**src/hw/rtl/fss_pkg.sv**
```systemverilog
// shared constants, threshold table and control types of the similarity score block
package fss_pkg;

	localparam int LANES       = 4;
	localparam int ELEM_W      = 16;
	localparam int PROD_W      = 2 * ELEM_W;
	localparam int GROUP_W     = PROD_W + $clog2(LANES);
	localparam int ACC_W       = 44;
	localparam int SCORE_W     = 7;
	localparam int SCORE_STEPS = 100;
	localparam int THR_W       = 30;
	localparam int BIT_W       = $clog2(SCORE_W);

	typedef logic signed [ELEM_W-1:0]  elem_t;
	typedef logic signed [PROD_W-1:0]  prod_t;
	typedef logic signed [GROUP_W-1:0] group_t;
	typedef logic signed [ACC_W-1:0]   acc_t;
	typedef logic [SCORE_W-1:0]        score_t;
	typedef logic [THR_W-1:0]          thr_t;
	typedef thr_t                      thr_table_t [SCORE_STEPS+1];
	typedef int unsigned               micro_table_t [SCORE_STEPS+1];

	// thresholds in millionths
	localparam micro_table_t MICRO = '{
		     0,  13366,  16732,  20099,  23465,  26831,  30197,  33563,  36930,  40296,
		 43662,  47028,  50394,  53761,  57127,  60493,  63859,  67225,  70592,  73958,
		 77324,  80690,  84056,  87423,  90789,  94155,  97521, 100887, 104254, 107620,
		110986, 114352, 117718, 121085, 124451, 127817, 131183, 134549, 137915, 141282,
		144648, 148014, 151380, 154746, 158113, 161479, 164845, 168211, 171577, 174944,
		178310, 181676, 185042, 188408, 191775, 195141, 198507, 201873, 205239, 208606,
		211972, 215338, 218704, 222070, 225437, 228803, 232169, 235535, 238901, 242268,
		245634, 249000, 257750, 266500, 275250, 284000, 292750, 301500, 310250, 319000,
		328000, 337000, 346000, 355000, 364000, 373000, 399600, 426200, 452800, 479400,
		506000, 517800, 529600, 541400, 553200, 565000, 600000, 635000, 670000, 705000,
		715000
	};

	function automatic thr_table_t build_thr();
		thr_table_t        t;
		longint unsigned   m;
		for (int k = 0; k <= SCORE_STEPS; k++) begin
			m    = longint'(MICRO[k]);
			t[k] = THR_W'((m * 64'd1073741824 + 64'd500000) / 64'd1000000);
		end
		return t;
	endfunction

	// thresholds in q.30, rounded
	localparam thr_table_t THR = build_thr();

	typedef struct packed {
		logic             take;
		logic             sum;
		logic             acc;
		logic             step;
		logic [BIT_W-1:0] bit_idx;
		logic             load_out;
	} cmd_t;

	typedef struct packed {
		logic last;
		logic out_ready;
	} status_t;

endpackage

```
**src/hw/rtl/fss_datapath.sv**
```systemverilog
// datapath: lane multipliers, group adder, saturating accumulator, threshold search, output register
module fss_datapath (
	input  logic                  clk,
	input  logic                  arst_n,
	input  fss_pkg::elem_t        first_lane [fss_pkg::LANES],
	input  fss_pkg::elem_t        second_lane [fss_pkg::LANES],
	input  logic                  last_group,
	input  fss_pkg::cmd_t         cmd,
	output fss_pkg::status_t      status,
	output logic                  out_valid,
	input  logic                  out_stall,
	output fss_pkg::score_t       similarity_score
);

	fss_pkg::prod_t  prod_s1 [fss_pkg::LANES];
	logic            last_q;
	fss_pkg::group_t group_s2;
	fss_pkg::acc_t   acc_q;
	fss_pkg::acc_t   srch_sum_q;
	fss_pkg::score_t srch_score_q;
	fss_pkg::score_t score_q;
	logic            out_valid_q;

	fss_pkg::group_t                group_c;
	logic signed [fss_pkg::ACC_W:0] acc_wide;
	fss_pkg::acc_t                  acc_sat;
	fss_pkg::score_t                cand;
	fss_pkg::thr_t                  thr_sel;
	logic                           meet;

	always_comb begin
		group_c = '0;
		for (int i = 0; i < fss_pkg::LANES; i++) begin
			group_c = group_c + fss_pkg::GROUP_W'(prod_s1[i]);
		end
	end

	always_comb begin
		acc_wide = (fss_pkg::ACC_W+1)'(acc_q) + (fss_pkg::ACC_W+1)'(group_s2);
		if (acc_wide[fss_pkg::ACC_W] != acc_wide[fss_pkg::ACC_W-1]) begin
			acc_sat = acc_wide[fss_pkg::ACC_W] ?
				{1'b1, {(fss_pkg::ACC_W-1){1'b0}}} : {1'b0, {(fss_pkg::ACC_W-1){1'b1}}};
		end else begin
			acc_sat = acc_wide[fss_pkg::ACC_W-1:0];
		end
	end

	// one bit of the score per step, table is increasing
	always_comb begin
		cand    = srch_score_q | (fss_pkg::SCORE_W'(1) << cmd.bit_idx);
		thr_sel = (cand <= fss_pkg::SCORE_W'(fss_pkg::SCORE_STEPS)) ?
			fss_pkg::THR[cand] : '0;
		meet    = (cand <= fss_pkg::SCORE_W'(fss_pkg::SCORE_STEPS)) &&
			!srch_sum_q[fss_pkg::ACC_W-1] &&
			(srch_sum_q[fss_pkg::ACC_W-2:0] >= (fss_pkg::ACC_W-1)'(thr_sel));
	end

	always_ff @(posedge clk) begin
		if (cmd.take) begin
			for (int i = 0; i < fss_pkg::LANES; i++) begin
				prod_s1[i] <= fss_pkg::PROD_W'(first_lane[i]) * fss_pkg::PROD_W'(second_lane[i]);
			end
			last_q <= last_group;
		end
		if (cmd.sum) begin
			group_s2 <= group_c;
		end
		if (cmd.acc && last_q) begin
			srch_sum_q   <= acc_sat;
			srch_score_q <= '0;
		end else if (cmd.step && meet) begin
			srch_score_q <= cand;
		end
		if (cmd.load_out) begin
			score_q <= srch_score_q;
		end
	end

	always_ff @(posedge clk or negedge arst_n) begin
		if (!arst_n) begin
			acc_q       <= '0;
			out_valid_q <= 1'b0;
		end else begin
			if (cmd.acc) begin
				acc_q <= last_q ? '0 : acc_sat;
			end
			if (cmd.load_out) begin
				out_valid_q <= 1'b1;
			end else if (!out_stall) begin
				out_valid_q <= 1'b0;
			end
		end
	end

	assign status.last      = last_q;
	assign status.out_ready = !out_valid_q || !out_stall;
	assign out_valid        = out_valid_q;
	assign similarity_score = score_q;

	a_score_range: assert property (@(posedge clk) disable iff (!arst_n)
		out_valid_q |-> score_q <= fss_pkg::SCORE_W'(fss_pkg::SCORE_STEPS))
		else $error("score above table range");

	a_acc_cleared: assert property (@(posedge clk) disable iff (!arst_n)
		cmd.acc && last_q |=> acc_q == '0)
		else $error("accumulator not cleared after last item");

	a_negative_zero: assert property (@(posedge clk) disable iff (!arst_n)
		cmd.load_out && srch_sum_q[fss_pkg::ACC_W-1] |=> score_q == '0)
		else $error("negative sum gave nonzero score");

endmodule

```
**src/hw/rtl/fss_ctrl.sv**
```systemverilog
// controller state machine sequencing accumulate, search and output load
module fss_ctrl (
	input  logic             clk,
	input  logic             arst_n,
	input  logic             in_valid,
	output logic             in_stall,
	input  fss_pkg::status_t status,
	output fss_pkg::cmd_t    cmd
);

	typedef enum logic [2:0] {
		ST_IDLE,
		ST_SUM,
		ST_ACC,
		ST_SRCH,
		ST_DONE
	} state_t;

	state_t                    state_q;
	logic [fss_pkg::BIT_W-1:0] step_q;

	always_ff @(posedge clk or negedge arst_n) begin
		if (!arst_n) begin
			state_q <= ST_IDLE;
			step_q  <= '0;
		end else begin
			unique case (state_q)
				ST_IDLE: begin
					if (in_valid) begin
						state_q <= ST_SUM;
					end
				end
				ST_SUM: begin
					state_q <= ST_ACC;
				end
				ST_ACC: begin
					if (status.last) begin
						state_q <= ST_SRCH;
						step_q  <= fss_pkg::BIT_W'(fss_pkg::SCORE_W - 1);
					end else begin
						state_q <= ST_IDLE;
					end
				end
				ST_SRCH: begin
					if (step_q == '0) begin
						state_q <= ST_DONE;
					end else begin
						step_q <= step_q - 1'b1;
					end
				end
				ST_DONE: begin
					if (status.out_ready) begin
						state_q <= ST_IDLE;
					end
				end
				default: begin
					state_q <= ST_IDLE;
				end
			endcase
		end
	end

	always_comb begin
		in_stall     = (state_q != ST_IDLE);
		cmd.take     = (state_q == ST_IDLE) && in_valid;
		cmd.sum      = (state_q == ST_SUM);
		cmd.acc      = (state_q == ST_ACC);
		cmd.step     = (state_q == ST_SRCH);
		cmd.bit_idx  = step_q;
		cmd.load_out = (state_q == ST_DONE) && status.out_ready;
	end

	a_load_when_free: assert property (@(posedge clk) disable iff (!arst_n)
		cmd.load_out |-> status.out_ready)
		else $error("output loaded while occupied");

	a_search_ends: assert property (@(posedge clk) disable iff (!arst_n)
		state_q == ST_SRCH && step_q == '0 |=> state_q == ST_DONE)
		else $error("search did not finish after last bit");

	a_done_holds: assert property (@(posedge clk) disable iff (!arst_n)
		state_q == ST_DONE && !status.out_ready |=> state_q == ST_DONE)
		else $error("score left the controller while output occupied");

endmodule

```
**src/hw/rtl/feature_similarity_score.sv**
```systemverilog
// top level of the dot-product similarity score block
//
// input channel: in_valid/in_stall carry one item of four signed q1.15 element
// pairs plus last_group. products of the pairs are summed into a 44-bit
// saturating q.30 accumulator.
// output channel: out_valid/out_stall carry one similarity_score (0..100) per
// item marked last_group: the highest table index whose threshold the sum
// meets, 0 when none is met. the accumulator is cleared after that item.
// an item without last_group is multiplied on accept, its group is added,
// then accumulated; in_stall is high while the add and accumulate states
// run. an item with last_group goes through the same steps plus a 7-step
// binary search of the threshold table, one compare per cycle, plus the
// output load; out_valid is registered from that load.
// the output register frees the input side: a new item is taken while a
// score waits. a stalled score holds; a second score waits in the controller
// until the output register is taken.
// reset clears the accumulator, the controller and out_valid.
module feature_similarity_score (
	input  logic                   clk,
	input  logic                   arst_n,
	input  logic                   in_valid,
	output logic                   in_stall,
	input  fss_pkg::elem_t         first_lane0,
	input  fss_pkg::elem_t         first_lane1,
	input  fss_pkg::elem_t         first_lane2,
	input  fss_pkg::elem_t         first_lane3,
	input  fss_pkg::elem_t         second_lane0,
	input  fss_pkg::elem_t         second_lane1,
	input  fss_pkg::elem_t         second_lane2,
	input  fss_pkg::elem_t         second_lane3,
	input  logic                   last_group,
	output logic                   out_valid,
	input  logic                   out_stall,
	output fss_pkg::score_t        similarity_score
);

	fss_pkg::elem_t   first_lane [fss_pkg::LANES];
	fss_pkg::elem_t   second_lane [fss_pkg::LANES];
	fss_pkg::cmd_t    cmd;
	fss_pkg::status_t status;

	assign first_lane[0]  = first_lane0;
	assign first_lane[1]  = first_lane1;
	assign first_lane[2]  = first_lane2;
	assign first_lane[3]  = first_lane3;
	assign second_lane[0] = second_lane0;
	assign second_lane[1] = second_lane1;
	assign second_lane[2] = second_lane2;
	assign second_lane[3] = second_lane3;

	fss_ctrl u_ctrl (
		.clk      (clk),
		.arst_n   (arst_n),
		.in_valid (in_valid),
		.in_stall (in_stall),
		.status   (status),
		.cmd      (cmd)
	);

	fss_datapath u_datapath (
		.clk              (clk),
		.arst_n           (arst_n),
		.first_lane       (first_lane),
		.second_lane      (second_lane),
		.last_group       (last_group),
		.cmd              (cmd),
		.status           (status),
		.out_valid        (out_valid),
		.out_stall        (out_stall),
		.similarity_score (similarity_score)
	);

endmodule
```
**config.mk**
```make
export PLATFORM = sky130hd
export DESIGN_NAME = feature_similarity_score
export DESIGN_NICKNAME = d
export VERILOG_FILES = /design/src/hw/rtl/fss_pkg.sv /design/src/hw/rtl/fss_datapath.sv /design/src/hw/rtl/fss_ctrl.sv /design/src/hw/rtl/feature_similarity_score.sv
export SDC_FILE = /design/constraint.sdc
export NUM_CORES = 2
export LEC_CHECK = 0
export BUFFER_PORTS_ARGS = -buffer_cell sky130_fd_sc_hd__buf_2
export CAP_MARGIN = 20
export CORE_MARGIN = 10
export CORE_UTILIZATION = 60
export DETAILED_ROUTE_END_ITERATION = 12
export PLACE_DENSITY = 0.83
export SETUP_SLACK_MARGIN = 0.5
export SYNTH_ARGS = -nofsm -noshare
export SYNTH_HDL_FRONTEND = slang
export SYNTH_SLANG_ARGS = --single-unit
```
**constraint.sdc**
```tcl
create_clock -name clk -period 10.9 [get_ports clk]
set_input_delay 1.635 -clock clk [delete_from_list [all_inputs] [get_ports clk]]
set_output_delay 1.635 -clock clk [all_outputs]
set_load 0.005 [all_outputs]
```
==> summary.md <==
| Metric | Value |
|---|---|
| DP Wirelength | `122000 um` |
| Total length of routed wires | `154000 um` |
| Post-synth EDFFs | `214` |
| Drt drc | `0` |
| Synthesized net count | `7963` |
| Unrepaired setup endpoints after global routing | `false` |
| Clock latency on the worst-skew pair | `0.57 ns` |
| Iteration-0 DRC Markers | `3776` |
| WP data required | `11.20 ns` |
| Count of state elements after synthesis | `272` |
| Die area | `0.110 mm2` |
| CP Cell Sequence | `buf_2, and2_1, fa_1, inv_1, fa_1, fa_1, inv_1, fa_1, fa_1, inv_1, fa_1, inv_1, ha_1, a21o_1, a21o_1, a2111oi_0, a21oi_1, o31ai_1, a21oi_1, nor4_1, o31ai_1, a21oi_1, xnor2_1` |
| CP endpoint kind | `register` |
| Clock buffer depth | `3` |
| Gpl congestion | `0.991` |
| Final hold vios | `0` |
| Final hold slack | `0.484 ns` |
| Synthesis-to-layout area growth | `4.40%` |
| Share of cells above drive strength 1 | `0.0423` |
| Final slew viol count | `0` |
| Final setup violation count | `0` |
| Top cells by area, synth | `fa_1 38%, edfxtp_1 11%, ha_1 9.8%` |
| Commonest cells after routing, fill and taps aside | `1232 x inv_1, 1114 x fa_1, 694 x nand2_1, 503 x and2_1, 457 x ha_1` |
| Reg area | `0.00784 mm2` |
| Mux cell area share after synthesis | `0.00110` |
| Compound-gate portion of the synthesized area | `0.104` |
| Maxcap violations | `0` |
| Slew HR | `0.264` |
| Post-Synth Simple-Gate Area | `0.146` |
| Outcome | `complete, no violations` |
| Initial antenna violation count | `0` |
| # H-tree levels | `1` |
| Number of vias per cell | `5.96` |
| Dominant cell type by area after synthesis | `fa_1` |
| CTS root buffer | `clkbuf_16` |
| CORE AREA | `0.0964 mm2` |
| Final min period | `7.58 ns` |
| Setup bufs post-CTS | `0` |
| XOR/XNOR Fraction of Synth Area | `0.0318` |
| CP dominant cell by count | `fa_1` |
| Critical path class | `input pin to register` |
| Cells after Synth | `6259` |
| Die Width | `331 um` |
| DP Cell Count | `7441` |
| Vias in the first global route | `47900` |
| Syn Std Cell Area | `0.0582 mm2` |
| Worst-path clk slew | `0.07 ns` |
| Fillers | `7761` |
| First-pass GRT wire length | `251000 um` |
| Syn. warnings | `0` |
| Cts-stage hold buffer count | `0` |
| Share of the synthesized area in the top cell type | `0.383` |
| Post-Synth Adder-Cell Area | `0.485` |
| Die height | `331 um` |
| Achievable Freq | `132 MHz` |
| Vias | `44600` |
| N_diodes | `0` |
| Final Net Count | `7900` |
| Cts bufs inserted | `28` |
| Number of I/O port buffers | `141` |
| CTS Sinks | `272` |
| Starting Density | `0.603` |
| # resized after CTS | `0` |
| Fin crit share | `0.696` |
| Post-DR wirelength/cell | `20.5 um` |
| Rows | `114` |
| I/O pin count | `142` |
| Syn_area_per_cell | `9.29 um2` |
| Startpoint Class | `input pin` |
| Worst hold path class | `register to register` |
| Register area share after synthesis | `0.135` |
| Final std cells w/o fill | `7492` |
| Routed Antenna Nets | `0` |
| Crit path DAT | `7.88 ns` |
| First-pass DRT Iterations | `6` |
| Synth cell types | `93` |
| Largest net degree at the start of global routing | `77` |
| Largest family of logic cells by synthesized area | `adder cells` |
| Slowest-stage cell, CP | `fa_1` |
| Multi-input logic area | `0.0447 mm2` |
| GR Overflow Total | `0` |
| Least-Margin Pin Slew | `1.10 ns` |
| Final setup TNS | `0 ns` |
| CTS tree | `yes` |
| CP max stage delay | `0.54 ns` |
| Clock skew | `0.0265 ns` |
| Async SR Flop Fraction | `0.188` |
| Post-synth top flop | `edfxtp_1` |
| Tot GR Track Use | `0.280` |
| Critical Path Fanout Max | `16` |
| Commonest non-fill, non-tap cell in the layout | `inv_1` |
synth_stat cells (51+ instances only):
cell,n
nor3_1,61
and2_1,503
o21ai_0,191
inv_1,1232
clkbuf_1,227
nor2_1,251
nand2_1,694
fa_1,1114
edfxtp_1,214
a21o_1,67
xor2_1,54
dfrtp_1,51
ha_1,457
xnor2_1,157
nand3_1,64
nand2b_1,52
a21oi_1,272
cell families after synthesis:
| family | Yosys count |
|---|---|
| AND/OR/NAND/NOR | 1748 |
| adder cells (fa/ha/maj) | 1589 |
| buffers and inverters | 1500 |
| AO/OA/AOI/OAI | 933 |
| flip-flops | 272 |
| XOR/XNOR | 211 |
| multiplexers | 6 |
worst paths after layout:
| check | startpoint | endpoint | slack [ns] | cells after the start |
|---|---|---|---|---|
| worst max-delay path | second_lane1[2] | u_datapath.prod_s1[1][31]$_DFFE_PP_ | 3.32 | 23 |
| worst min-delay path | u_datapath.srch_score_q[0]$_SDFFE_PP0P_ | u_datapath.similarity_score[0]$_DFFE_PP_ | 0.48 | 0 |
| worst max register to register | u_ctrl.step_q[0]$_DFFE_PN0P_ | u_datapath.srch_score_q[5]$_SDFFE_PP0P_ | 4.00 | 23 |
| worst min register to register | u_datapath.srch_score_q[0]$_SDFFE_PP0P_ | u_datapath.similarity_score[0]$_DFFE_PP_ | 0.48 | 0 |
| max in group asynchronous | arst_n | u_datapath.acc_q[16]$_DFFE_PN0N_ | 9.13 | 2 |
| min in group asynchronous | arst_n | u_datapath.acc_q[0]$_DFFE_PN0N_ | 1.21 | 2 |
registers in the layout, indices dropped and copies added, names as in the netlist:
name / cells
u_datapath.last_q: 1
u_ctrl.step_q: 3
u_datapath.srch_score_q: 7
u_datapath.acc_q: 44
u_datapath.srch_sum_q: 44
u_ctrl.state_q: 3
u_datapath.similarity_score: 7
u_datapath.out_valid: 1
u_datapath.group_s2: 34
u_datapath.prod_s1: 128
routing by layer:
metal  vias up  global-route usage  share of wire
met2      2211               0.475           0.49
met1     22300               0.353           0.38
li1      19600                   -              -
met3       497              0.0388          0.079
met4         0               0.127          0.051
met5         -                   0              0
metrics by stage:
stage,util,cell area [um2],worst slack [ns]
floorplan,-,58200,3.29
detailed placement,0.619,59700,2.83
global placement,0.619,59700,2.88
CTS,0.630,60700,3.39
finish,0.630,60700,3.32
global route,0.630,60700,2.95
final cells by class:
cell class,count,area share
multi-input cells,4487,0.736
flip-flops and latches,272,0.129
inverters,1233,0.0762
well taps,1276,0.0263
repair buffers,174,0.0160
clock buffers,32,0.0121
clock inverters,18,0.00418
critical path: cells and delay by family:
| kind | cells | cell delay (ns) |
|---|---|---|
| buffers and inverters | 5 | 0.41 |
| AOI/OAI and AO/OA | 8 | 1.80 |
| xor gates and xnor gates | 1 | 0.07 |
| and+or+nand+nor | 2 | 0.64 |
| adders and majority gates | 7 | 3.33 |
Power is left out: the tool's default activity adds up to more than one toggle a clock period on the data nets, which glitch-free logic cannot reach.
